$ cat config.mk
export PLATFORM = sky130hd
export DESIGN_NAME = iir_direct_form2_biquad
export DESIGN_NICKNAME = d
export VERILOG_FILES = /design/src/rtl/iir_bq_pkg.sv /design/src/rtl/iir_bq_seq.sv /design/src/rtl/iir_direct_form2_biquad.sv
export SDC_FILE = /design/constraint.sdc
export NUM_CORES = 2
export LEC_CHECK = 0
export BUFFER_PORTS_ARGS = -buffer_cell sky130_fd_sc_hd__buf_2
export CORE_MARGIN = 8
export CORE_UTILIZATION = 30
export CTS_BUF_LIST = sky130_fd_sc_hd__clkbuf_8
export CTS_CLUSTER_SIZE = 10
export DETAILED_ROUTE_END_ITERATION = 6
export HOLD_SLACK_MARGIN = 0.15
export PLACE_DENSITY = 0.45
export RECOVER_POWER = 50
export SYNTH_ARGS = -nofsm -noshare
export SYNTH_HDL_FRONTEND = slang
export SYNTH_SLANG_ARGS = --single-unit
$ cat constraint.sdc
create_clock -name clock -period 16.15 [get_ports clock]
set_input_delay 0.8075 -clock clock [delete_from_list [all_inputs] [get_ports clock]]
set_output_delay 0.8075 -clock clock [all_outputs]
set_load 0.05 [all_outputs]
$ cat src/rtl/iir_bq_pkg.sv
// shared constants, register indexes and the control word layout of the biquad
// sequencer; no dependencies
`default_nettype none

package iir_bq_pkg;

   localparam int DEF_FILTER_ORDER = 2;
   localparam int DEF_SAMPLE_WIDTH = 16;

   localparam int COEF_WIDTH    = 18;
   localparam int COEF_FRAC     = 14;
   localparam int W_WIDTH       = 24;
   localparam int PROD_WIDTH    = COEF_WIDTH + W_WIDTH;
   localparam int ACC_WIDTH     = PROD_WIDTH + 4;
   localparam int RND_WIDTH     = ACC_WIDTH - COEF_FRAC;
   localparam int CSR_IDX_WIDTH = 3;
   localparam int STEP_WIDTH    = 4;

   // register indexes
   localparam logic [CSR_IDX_WIDTH-1:0] REG_FEED_B0 = 3'd0;
   localparam logic [CSR_IDX_WIDTH-1:0] REG_FEED_B1 = 3'd1;
   localparam logic [CSR_IDX_WIDTH-1:0] REG_FEED_B2 = 3'd2;
   localparam logic [CSR_IDX_WIDTH-1:0] REG_BACK_A1 = 3'd3;
   localparam logic [CSR_IDX_WIDTH-1:0] REG_BACK_A2 = 3'd4;

   // coefficient reset values, q4.14
   localparam logic signed [COEF_WIDTH-1:0] RST_FEED_B0 = 18'sd16384;
   localparam logic signed [COEF_WIDTH-1:0] RST_COEF_ZERO = 18'sd0;

   typedef enum logic [2:0] {
      SEL_B0,
      SEL_B1,
      SEL_B2,
      SEL_A1,
      SEL_A2
   } coef_sel_type;

   typedef enum logic [1:0] {
      SEL_W1,
      SEL_W2,
      SEL_W
   } data_sel_type;

   typedef enum logic [2:0] {
      ACC_HOLD,
      ACC_LOAD_X,
      ACC_LOAD_BIAS,
      ACC_ADD,
      ACC_SUB
   } acc_op_type;

   // one microcode word; all zero is a no-op
   typedef struct packed {
      coef_sel_type           coef_sel;
      data_sel_type           data_sel;
      logic                   mul_en;
      acc_op_type             acc_op;
      logic                   w_latch;
      logic                   y_done;
      logic                   skip_short;
      logic [STEP_WIDTH-1:0]  skip_target;
   } ctrl_word_type;

endpackage

`default_nettype wire

$ cat src/rtl/iir_bq_seq.sv
// microcode sequencer of the biquad: step counter, control rom and the
// first-order skip jumps; uses iir_bq_pkg
`default_nettype none

module iir_bq_seq #(
   parameter int FILTER_ORDER = iir_bq_pkg::DEF_FILTER_ORDER
) (
   input  wire logic                      clock,
   input  wire logic                      reset,
   input  wire logic                      start,
   input  wire logic                      stall,
   output iir_bq_pkg::ctrl_word_type      cw,
   output logic                           busy
);
   import iir_bq_pkg::*;

   localparam logic SHORT_FILTER = (FILTER_ORDER < 2);

   localparam logic [STEP_WIDTH-1:0] STEP_W_LATCH = 4'd3;
   localparam logic [STEP_WIDTH-1:0] STEP_Y_DONE  = 4'd8;

   logic                  busy_ff, busy_in;
   logic [STEP_WIDTH-1:0] step_ff, step_in;
   ctrl_word_type         rom_word;

   // control program
   always_comb begin
      rom_word = '0;
      case (step_ff)
         4'd0: begin
            rom_word.coef_sel = SEL_A1;
            rom_word.data_sel = SEL_W1;
            rom_word.mul_en   = 1'b1;
            rom_word.acc_op   = ACC_LOAD_X;
         end
         4'd1: begin
            rom_word.coef_sel    = SEL_A2;
            rom_word.data_sel    = SEL_W2;
            rom_word.mul_en      = 1'b1;
            rom_word.acc_op      = ACC_SUB;
            rom_word.skip_short  = 1'b1;
            rom_word.skip_target = STEP_W_LATCH;
         end
         4'd2: begin
            rom_word.acc_op = ACC_SUB;
         end
         4'd3: begin
            rom_word.w_latch = 1'b1;
         end
         4'd4: begin
            rom_word.coef_sel = SEL_B0;
            rom_word.data_sel = SEL_W;
            rom_word.mul_en   = 1'b1;
            rom_word.acc_op   = ACC_LOAD_BIAS;
         end
         4'd5: begin
            rom_word.coef_sel = SEL_B1;
            rom_word.data_sel = SEL_W1;
            rom_word.mul_en   = 1'b1;
            rom_word.acc_op   = ACC_ADD;
         end
         4'd6: begin
            rom_word.coef_sel    = SEL_B2;
            rom_word.data_sel    = SEL_W2;
            rom_word.mul_en      = 1'b1;
            rom_word.acc_op      = ACC_ADD;
            rom_word.skip_short  = 1'b1;
            rom_word.skip_target = STEP_Y_DONE;
         end
         4'd7: begin
            rom_word.acc_op = ACC_ADD;
         end
         4'd8: begin
            rom_word.y_done = 1'b1;
         end
         default: begin
            rom_word = '0;
         end
      endcase
   end

   always_comb begin
      busy_in = busy_ff;
      step_in = step_ff;
      if (start) begin
         busy_in = 1'b1;
         step_in = '0;
      end else if (busy_ff && !stall) begin
         if (rom_word.y_done) begin
            busy_in = 1'b0;
            step_in = '0;
         end else if (rom_word.skip_short && SHORT_FILTER) begin
            step_in = rom_word.skip_target;
         end else begin
            step_in = step_ff + 1'b1;
         end
      end
   end

   always_ff @(posedge clock) begin
      if (reset) begin
         busy_ff <= 1'b0;
         step_ff <= '0;
      end else begin
         busy_ff <= busy_in;
         step_ff <= step_in;
      end
   end

   assign cw   = busy_ff ? rom_word : '0;
   assign busy = busy_ff;

endmodule

`default_nettype wire

$ cat src/rtl/iir_direct_form2_biquad.sv
// direct-form-ii biquad: one request in, one filtered sample out; each request runs as an
// accept cycle plus nine microcode steps over a single 18x24 multiplier and accumulator
// (first order skips two steps); rsp_tvalid rises once the last step registers the result,
// which waits while the previous result is still held on the output; a new request is taken
// once the result is registered
// reset: synchronous active high; coefficients return to b0 = 1.0 and the rest zero,
// the delay pair clears and the output register empties
// depends on iir_bq_pkg and iir_bq_seq
`default_nettype none

module iir_direct_form2_biquad #(
   parameter int FILTER_ORDER = iir_bq_pkg::DEF_FILTER_ORDER,
   parameter int SAMPLE_WIDTH = iir_bq_pkg::DEF_SAMPLE_WIDTH
) (
   input  wire logic                                       clock,
   input  wire logic                                       reset,
   // request channel
   input  wire logic                                       req_tvalid,
   output logic                                            req_tready,
   input  wire logic [((SAMPLE_WIDTH+7)/8)*8-1:0]          req_tdata,   // sample_in
   // result channel
   output logic                                            rsp_tvalid,
   input  wire logic                                       rsp_tready,
   output logic [((SAMPLE_WIDTH+7)/8)*8-1:0]               rsp_tdata,   // sample_out
   output logic                                            rsp_tuser,   // saturated
   // coefficient write port
   input  wire logic                                       csr_wen,
   input  wire logic [iir_bq_pkg::CSR_IDX_WIDTH-1:0]       csr_index,
   input  wire logic [iir_bq_pkg::COEF_WIDTH-1:0]          csr_wdata
);
   import iir_bq_pkg::*;

   localparam int DATA_WIDTH = ((SAMPLE_WIDTH + 7) / 8) * 8;

   // saturation limits at the width of the rounded sum
   localparam logic signed [RND_WIDTH-1:0] W_MAX = RND_WIDTH'((64'sd1 <<< (W_WIDTH - 1)) - 1);
   localparam logic signed [RND_WIDTH-1:0] W_MIN = -W_MAX - 1;
   localparam logic signed [RND_WIDTH-1:0] Y_MAX =
      RND_WIDTH'((64'sd1 <<< (SAMPLE_WIDTH - 1)) - 1);
   localparam logic signed [RND_WIDTH-1:0] Y_MIN = -Y_MAX - 1;

   // half an lsb at q14 scale, for round half up
   localparam logic signed [ACC_WIDTH-1:0] ROUND_BIAS = ACC_WIDTH'(64'sd1 <<< (COEF_FRAC - 1));

   // coefficient registers
   logic signed [COEF_WIDTH-1:0] b0_ff, b1_ff, b2_ff, a1_ff, a2_ff;

   // datapath state
   logic signed [SAMPLE_WIDTH-1:0] x_ff;
   logic signed [W_WIDTH-1:0]      w_ff, w1_ff, w2_ff;
   logic signed [PROD_WIDTH-1:0]   prod_ff, prod_in;
   logic signed [ACC_WIDTH-1:0]    acc_ff, acc_in;
   logic                           clip_ff;

   // output register
   logic                           rsp_valid_ff;
   logic signed [SAMPLE_WIDTH-1:0] y_ff;
   logic                           sat_ff;

   ctrl_word_type                  cw;
   logic                           busy;
   logic                           req_take;
   logic                           stall;
   logic                           y_commit;

   logic signed [COEF_WIDTH-1:0]   coef_mux;
   logic signed [W_WIDTH-1:0]      data_mux;
   logic signed [RND_WIDTH-1:0]    rnd;
   logic signed [W_WIDTH-1:0]      w_sat;
   logic                           w_clip;
   logic signed [SAMPLE_WIDTH-1:0] y_sat;
   logic                           y_clip;

   // handshakes
   assign req_tready = !busy;
   assign req_take   = req_tvalid && !busy;
   // the last step waits while the previous result is still unclaimed
   assign stall      = cw.y_done && rsp_valid_ff && !rsp_tready;
   assign y_commit   = cw.y_done && !stall;

   iir_bq_seq #(
      .FILTER_ORDER (FILTER_ORDER)
   ) u_seq (
      .clock (clock),
      .reset (reset),
      .start (req_take),
      .stall (stall),
      .cw    (cw),
      .busy  (busy)
   );

   // coefficient writes, unknown indexes dropped
   always_ff @(posedge clock) begin
      if (reset) begin
         b0_ff <= RST_FEED_B0;
         b1_ff <= RST_COEF_ZERO;
         b2_ff <= RST_COEF_ZERO;
         a1_ff <= RST_COEF_ZERO;
         a2_ff <= RST_COEF_ZERO;
      end else if (csr_wen) begin
         case (csr_index)
            REG_FEED_B0: b0_ff <= csr_wdata;
            REG_FEED_B1: b1_ff <= csr_wdata;
            REG_FEED_B2: b2_ff <= csr_wdata;
            REG_BACK_A1: a1_ff <= csr_wdata;
            REG_BACK_A2: a2_ff <= csr_wdata;
            default: begin
            end
         endcase
      end
   end

   // multiplier operand selection
   always_comb begin
      case (cw.coef_sel)
         SEL_B0:  coef_mux = b0_ff;
         SEL_B1:  coef_mux = b1_ff;
         SEL_B2:  coef_mux = b2_ff;
         SEL_A1:  coef_mux = a1_ff;
         SEL_A2:  coef_mux = a2_ff;
         default: coef_mux = b0_ff;
      endcase
      case (cw.data_sel)
         SEL_W1:  data_mux = w1_ff;
         SEL_W2:  data_mux = w2_ff;
         SEL_W:   data_mux = w_ff;
         default: data_mux = w1_ff;
      endcase
   end

   assign prod_in = coef_mux * data_mux;

   // accumulator: the product of one step is folded in on the next
   always_comb begin
      case (cw.acc_op)
         ACC_LOAD_X:    acc_in = (ACC_WIDTH'(x_ff) <<< COEF_FRAC) + ROUND_BIAS;
         ACC_LOAD_BIAS: acc_in = ROUND_BIAS;
         ACC_ADD:       acc_in = acc_ff + ACC_WIDTH'(prod_ff);
         ACC_SUB:       acc_in = acc_ff - ACC_WIDTH'(prod_ff);
         default:       acc_in = acc_ff;
      endcase
   end

   // floor after the bias gives round half up, then clip
   assign rnd = acc_ff[ACC_WIDTH-1:COEF_FRAC];

   always_comb begin
      w_clip = 1'b1;
      if (rnd > W_MAX) begin
         w_sat = W_WIDTH'(W_MAX);
      end else if (rnd < W_MIN) begin
         w_sat = W_WIDTH'(W_MIN);
      end else begin
         w_sat  = W_WIDTH'(rnd);
         w_clip = 1'b0;
      end
   end

   always_comb begin
      y_clip = 1'b1;
      if (rnd > Y_MAX) begin
         y_sat = SAMPLE_WIDTH'(Y_MAX);
      end else if (rnd < Y_MIN) begin
         y_sat = SAMPLE_WIDTH'(Y_MIN);
      end else begin
         y_sat  = SAMPLE_WIDTH'(rnd);
         y_clip = 1'b0;
      end
   end

   // payload registers
   always_ff @(posedge clock) begin
      if (req_take) begin
         x_ff    <= req_tdata[SAMPLE_WIDTH-1:0];
         clip_ff <= 1'b0;
      end else if (cw.w_latch) begin
         clip_ff <= w_clip;
      end
      if (cw.mul_en) begin
         prod_ff <= prod_in;
      end
      acc_ff <= acc_in;
      if (cw.w_latch) begin
         w_ff <= w_sat;
      end
      if (y_commit) begin
         y_ff   <= y_sat;
         sat_ff <= clip_ff || y_clip;
      end
   end

   // delay pair shifts once the result is registered
   always_ff @(posedge clock) begin
      if (reset) begin
         w1_ff <= '0;
         w2_ff <= '0;
      end else if (y_commit) begin
         w2_ff <= w1_ff;
         w1_ff <= w_ff;
      end
   end

   // output register valid
   always_ff @(posedge clock) begin
      if (reset) begin
         rsp_valid_ff <= 1'b0;
      end else if (y_commit) begin
         rsp_valid_ff <= 1'b1;
      end else if (rsp_tready) begin
         rsp_valid_ff <= 1'b0;
      end
   end

   assign rsp_tvalid = rsp_valid_ff;
   assign rsp_tdata  = DATA_WIDTH'($unsigned(y_ff));
   assign rsp_tuser  = sat_ff;

endmodule

`default_nettype wire

# Word-level counts from Yosys, hierarchy flattened
# Cells that the tools add are included.
# classes
n_addsub	4
n_mul	1
order_cmp	4
eq_ne	22
mux	21
n_reduce_logical	24
# ops
cell	count
46-bit one-hot mux with 4 select lines	1
18-bit one-hot mux with 4 select lines	1
24-bit one-hot mux with 2 select lines	1
46-bit by 42-bit adder with 46-bit output	1
46-bit by 42-bit subtractor with 46-bit output	1
18-bit by 24-bit multiplier with 42-bit output	1
32-bit by 16-bit > comparator with 1-bit output (second input constant)	1
32-bit by 24-bit > comparator with 1-bit output (second input constant)	1
32-bit by 16-bit less-than comparator with 1-bit output (second input constant)	1
32-bit by 24-bit less-than comparator with 1-bit output (second input constant)	1
16-bit 2-to-1 mux	2
30-bit by 15-bit adder with 31-bit output (second input constant)	1
6-bit one-hot mux with 5 select lines	1
24-bit 2-to-1 mux	1
3-bit by 2-bit == test with 1-bit output (second input constant)	6
4-bit by 3-bit == test with 1-bit output (second input constant)	4
3-bit one-hot mux with 4 select lines	1
2-bit AND reduction	6
1-bit 2-to-1 mux	11
5-bit one-hot mux with 2 select lines	1
3-bit by 1-bit == test with 1-bit output (second input constant)	3
3-bit == test (second input constant)	3
4-bit by 2-bit == test with 1-bit output (second input constant)	2
2-bit nonzero test	3
14 further kinds	21
# totals
reg_bits	290
input_bits	42
elab_cells	93

# Longest topological paths before layout
# depth
depth_word	10
mapped_depth	35

# By module
# From an unflattened synthesis, not the netlist that was laid out.
# hier_totals
hier_cells	3377
area_unflattened_um2	29916.2
# modules_own_cells
mod	instances	cells_per_inst	area_each_um2
iir_direct_form2_biquad	1	3312	29477.0
iir_bq_seq	1	65	439.2

# Least setup slack after synthesis
# Ideal clock, no wire load.
# synth_timing
kind	reg-to-reg
startpoint	reg u_seq.step_ff[1]
endpoint	reg prod_ff[28], data pin
setup_time_ns	0.259
arrival_time_ns	7.895
t_required_ns	15.891
slack_ns	7.996
path_stages_with_launch	34
period_less_slack_ns	8.154
path_cell_list	dfxtp_1 > inv_1 > ha_1 > buf_2 > inv_2 > o21ai_0 > and2_1 > ha_1 > clkbuf_1 > buf_1 > o21ai_0 > clkbuf_1 > nand2_1 > fa_1 > inv_1 > fa_1 > inv_1 > fa_1 > inv_1 > fa_1 > fa_1 > inv_1 > fa_1 > inv_1 > ha_1 > and3_1 > nand3_1 > or4b_1 > a21oi_2 > nor2_1 > a21oi_1 > a21o_1 > a21oi_1 > xnor2_1
# synth_via
elab_chain_cells	6
elab_cells_between_ends	16
# synth_lines
item	line	text
start: declaration	iir_bq_seq.sv:23	logic [STEP_WIDTH-1:0] step_ff, step_in;
start signal: assignment	iir_bq_seq.sv:106	step_ff <= step_in;
4-bit by 3-bit == test with 1-bit output (tied with other cells)	iir_bq_seq.sv:29	case (step_ff)
6-bit one-hot mux with 5 select lines (*)	iir_bq_seq.sv:29	
16-bit 2-to-1 mux (*)	iir_bq_seq.sv:110	assign cw = busy_ff ? rom_word : '0;
3-bit == test (tied with other cells)	iir_direct_form2_biquad.sv:115	case (cw.coef_sel)
18-bit one-hot mux with 4 select lines or 24-bit one-hot mux with 2 select lines (tied branches)	iir_direct_form2_biquad.sv:115, iir_direct_form2_biquad.sv:123	
18-bit by 24-bit multiplier with 42-bit output (*)	iir_direct_form2_biquad.sv:131	assign prod_in = coef_mux * data_mux;
named net prod_in[28]	iir_direct_form2_biquad.sv:51	logic signed [PROD_WIDTH-1:0] prod_ff, prod_in;
end signal: assignment	iir_direct_form2_biquad.sv:180	prod_ff <= prod_in;
end: declaration	iir_direct_form2_biquad.sv:51	
# Mark *: on every way through the listed nets, which the timed path passes. The rest lies on a longest branch.
# A chain may end at the register's enable or synchronous reset.

# Worst setup path in the final report
# layout_timing
startpoint	reg u_seq.step_ff[0]
endpoint	reg prod_ff[37], data pin
# The elaborated chain is that of the path after synthesis.

==> results by group <==
Outcome
  • Result of the run: finished with violations
  • Failing checks: capacitance limit, slew limit

Global routing
  • Via count of the first global-routing pass: around 24000
  • Tot GR Track Use: 0.1646
  • Global route overflow: 0
  • Antenna violations before repair: 1
  • Global-route wire length before repair: between 100000 and 150000 microns
  • Pin count of the biggest net entering global routing: 91

Logic synthesis
  • Proportion of register bits with asynchronous set or reset after synthesis: 0
  • EDFF count, synth: approximately 150
  • Warnings, synthesis: 0
  • Post-Synthesis Cells: around 3400
  • Mux contribution to synthesized area: 0.0009921
  • Average instance area after synthesis: a little under 9 sq um
  • FF+latch count, synth: 290
  • Sequential cell area fraction in the yosys report: 0.2397
  • Largest family of logic cells by synthesized area: adder cells
  • Compound-Gate Fraction of Synth Area: 0.1340
  • Post-Synth XOR/XNOR Area: 0.03241
  • Netlist Area Pre-Place: about 30000 sq um
  • Post-synthesis simple-gate area fraction: 0.1589
  • Syn_nets: roughly 4000
  • Adder-cell area share of the yosys netlist: 0.3466
  • Primary flip-flop cell chosen by synthesis mapping: sky130_fd_sc_hd__edfxtp_1
  • Post-synthesis cell type count: between 90 and 100

Finish
  • Commonest non-fill, non-tap cell in the layout: sky130_fd_sc_hd__nand2_1
  • Highest-count cells in the layout ignoring fill and taps: 653 x sky130_fd_sc_hd__nand2_1, 553 x sky130_fd_sc_hd__inv_1, 426 x sky130_fd_sc_hd__fa_1
  • Share of post-route cells with drive strength above 1: 0.07100
  • Area Growth Syn to Fin: 9.764%
  • ANT cells: 0
  • Post-route insts no fill: roughly 4800
  • Final layout net count: a little over 4000

Detailed routing
  • Violation count after the first detailed-routing iteration: 1319
  • Average wire per cell in the routed design: a little under 20 microns
  • Detailed-route via count: between 20000 and 25000
  • Via density per instance: between 4 and 5
  • Router iterations before antenna repair: 6
  • Antenna Nets Post-Route: 0
  • Post-route DRC violation count: 0
  • Aggregate routed wire length: between 90000 and 100000 microns

Job
  • Maximum capacitance violations: 5

STA
  • RSZ-0062 raised after global routing: false
  • Setup ws final: ~6700 ps
  • Final critical-path share of the clock period: 0.5848
  • Setup tns final: 0 ps
  • Fin. Hold Viols: 0
  • Highest achievable clock rate: between 100 and 150 MHz
  • Setup-violating endpoint count in the final report: 0
  • Slew headroom: -1.783
  • Final max-slew violation count: approximately 230
  • Final min period: 9445 ps
  • Worst Max-Slew Pin Slew: 4175 ps
  • Worst Skew: 26.64 ps

CTS
  • Clock Sink Count: between 200 and 300
  • Total CTS buffers: 55
  • Post-CTS setup-driven buffer insertion count: 0
  • Maximum buffer depth of the clock tree: 3
  • TritonCTS clock tree: yes
  • PostCTS Resize Cnt: 0
  • Clock Latency Late Sink: between 600 and 700 ps
  • CTS Hold Buffers Added: 0
  • Clock slew at the register clock pins of the worst setup and hold paths: around 60 ps
  • H-tree levels: 2
  • Buffer type at the clock tree root: sky130_fd_sc_hd__clkbuf_8

Critical path
  • Worst path buffer plus inverter count: 4
  • Slowest cell on the critical path: sky130_fd_sc_hd__o32a_1
  • Arrival time at the worst endpoint: 9910 ps
  • Req. time, crit path: roughly 17000 ps
  • Worst Setup Start Kind: flip-flop
  • Largest fanout on the critical path: 15
  • Cell type group with the largest total delay on the critical path: adder cells
  • Most frequent CP cell: sky130_fd_sc_hd__fa_1
  • Startpoint-to-endpoint class of the critical path: reg -> reg
  • Sort of element at the end of the critical path: flip-flop
  • Crit path largest cell delay: 830 ps

Floorplanning
  • Initial cell density of the core: 0.3027
  • Row cnt: roughly 120
  • Die extent in x: 333.6 microns
  • Count of boundary I/O pins: 61
  • Std-Cell Core Area: roughly 100000 sq um
  • Die height: around 330 microns
  • Floorplan die area: 111300 sq um

Placed design
  • Count of placed standard cells including taps: roughly 4700
  • Worst slack at placement: 6724 ps
  • Routability cong.: a little over 0.8
  • Detailed placer's ending HPWL: just over 70000 microns
  • Number of port buffers: 60

Power
  • Pwr Density: approximately 60 nW/um^2
  • Max rail drop VDD: around 0.000051 V
  • Leakage dissipation: 14.15 nW

Worst hold path
  • Class of the most critical hold timing path: in -> reg
registers in the layout (all words and copies together), names as in the netlist, 18 cells and up:
name / count
w_ff: 24
acc_ff: 46
prod_ff: 42
w1_ff: 24
a2_ff: 18
b2_ff: 18
b1_ff: 18
a1_ff: 18
w2_ff: 24
b0_ff: 18
metrics by stage:
stage               power [mW]  instance area (sq um)    util  hold WS [ps]
detailed placement       1.235                  32130  0.3213         444.9
finish                   1.988                  33220  0.3322         348.5
global placement         1.236                  32130  0.3213         439.7
CTS                      2.019                  33280  0.3328         273.0
global route             2.091                  33220  0.3322         278.4
floorplan                1.110                  30270       -         431.7
worst paths after layout:
path                            slack [ps]        startpoint  cells after the start     endpoint
worst min register to register         450          a1_ff[3]                      2     a1_ff[3]
worst min-delay path                   350      req_tdata[1]                      1      x_ff[1]
worst max-delay path                  6710  u_seq.step_ff[0]                     27  prod_ff[37]
worst max register to register        6710  u_seq.step_ff[0]                     27  prod_ff[37]
metal layers:
layer	vias to the layer above	GRT usage	wire length (microns)	share of wire
met2	427	0.2774	44220	0.48
met5	-	0	0	0
met1	11682	0.2234	42050	0.46
met3	114	0.02006	3705	0.040
li1	10990	-	-	-
met4	0	0.04214	2332	0.025
power breakdown:
part           switching, mW  leakage (nW)  internal, mW
Clock                  0.344         0.673         0.425
Sequential            0.0224          2.53         0.805
Combinational          0.254          10.9         0.137
final cells by class:
class / count / area (sq um)
fillers: 10519 / 66780
multi-input cells: 2415 / 20460
flip-flops and latches: 290 / 7257
inverters: 536 / 2012
well taps: 1298 / 1624
clock buffers: 64 / 880.8
repair buffers: 121 / 714.4
clock inverters: 39 / 277.8
cells in the mapped netlist, types with 26 or more instances:
master | n | area share
sky130_fd_sc_hd__a21oi_1 | 230 | 0.038
sky130_fd_sc_hd__nand2_1 | 653 | 0.081
sky130_fd_sc_hd__xnor2_1 | 59 | 0.017
sky130_fd_sc_hd__nor2_1 | 211 | 0.026
sky130_fd_sc_hd__a21o_1 | 61 | 0.015
sky130_fd_sc_hd__inv_1 | 532 | 0.066
sky130_fd_sc_hd__o21ai_1 | 30 | 0.0050
sky130_fd_sc_hd__buf_2 | 36 | 0.0060
sky130_fd_sc_hd__o21ai_0 | 94 | 0.016
sky130_fd_sc_hd__o21a_1 | 34 | 0.0084
sky130_fd_sc_hd__clkbuf_1 | 104 | 0.013
sky130_fd_sc_hd__dfxtp_1 | 145 | 0.096
sky130_fd_sc_hd__a22oi_1 | 32 | 0.0079
sky130_fd_sc_hd__edfxtp_1 | 145 | 0.14
sky130_fd_sc_hd__fa_1 | 426 | 0.28
sky130_fd_sc_hd__nand2b_1 | 27 | 0.0056
sky130_fd_sc_hd__nor3_1 | 26 | 0.0043
sky130_fd_sc_hd__and2_1 | 28 | 0.0058
sky130_fd_sc_hd__nand3_1 | 29 | 0.0048
sky130_fd_sc_hd__ha_1 | 157 | 0.065
sky130_fd_sc_hd__xor2_1 | 53 | 0.015
kinds of logic after synthesis:
logic type / count (synthesis)
simple gates: 1094
buf+inv: 689
compound gates: 623
fa+ha+maj: 583
flops: 290
xor+xnor: 112
mux: 3
worst register-to-register path, stage by stage (launching register included):
cell and delay [ps]:
sky130_fd_sc_hd__dfxtp_1 350, sky130_fd_sc_hd__inv_1 100, sky130_fd_sc_hd__ha_1 490, sky130_fd_sc_hd__nand3b_1 200, sky130_fd_sc_hd__nand2_1 120, sky130_fd_sc_hd__nand2_1 320
sky130_fd_sc_hd__nand2_1 720, sky130_fd_sc_hd__o32a_1 830, sky130_fd_sc_hd__nand2_1 210, sky130_fd_sc_hd__fa_1 600, sky130_fd_sc_hd__fa_1 450, sky130_fd_sc_hd__fa_1 520
sky130_fd_sc_hd__inv_1 50, sky130_fd_sc_hd__fa_1 470, sky130_fd_sc_hd__fa_1 550, sky130_fd_sc_hd__inv_1 60, sky130_fd_sc_hd__fa_1 530, sky130_fd_sc_hd__inv_1 40
sky130_fd_sc_hd__ha_1 370, sky130_fd_sc_hd__a22o_1 260, sky130_fd_sc_hd__nor4_1 350, sky130_fd_sc_hd__o211a_1 260, sky130_fd_sc_hd__a211oi_1 90, sky130_fd_sc_hd__nand3b_2 360
sky130_fd_sc_hd__o31ai_4 390, sky130_fd_sc_hd__a21oi_2 140, sky130_fd_sc_hd__mux2i_1 160, sky130_fd_sc_hd__nor4b_2 300
Note: power is estimated with default switching activity, not from simulation.
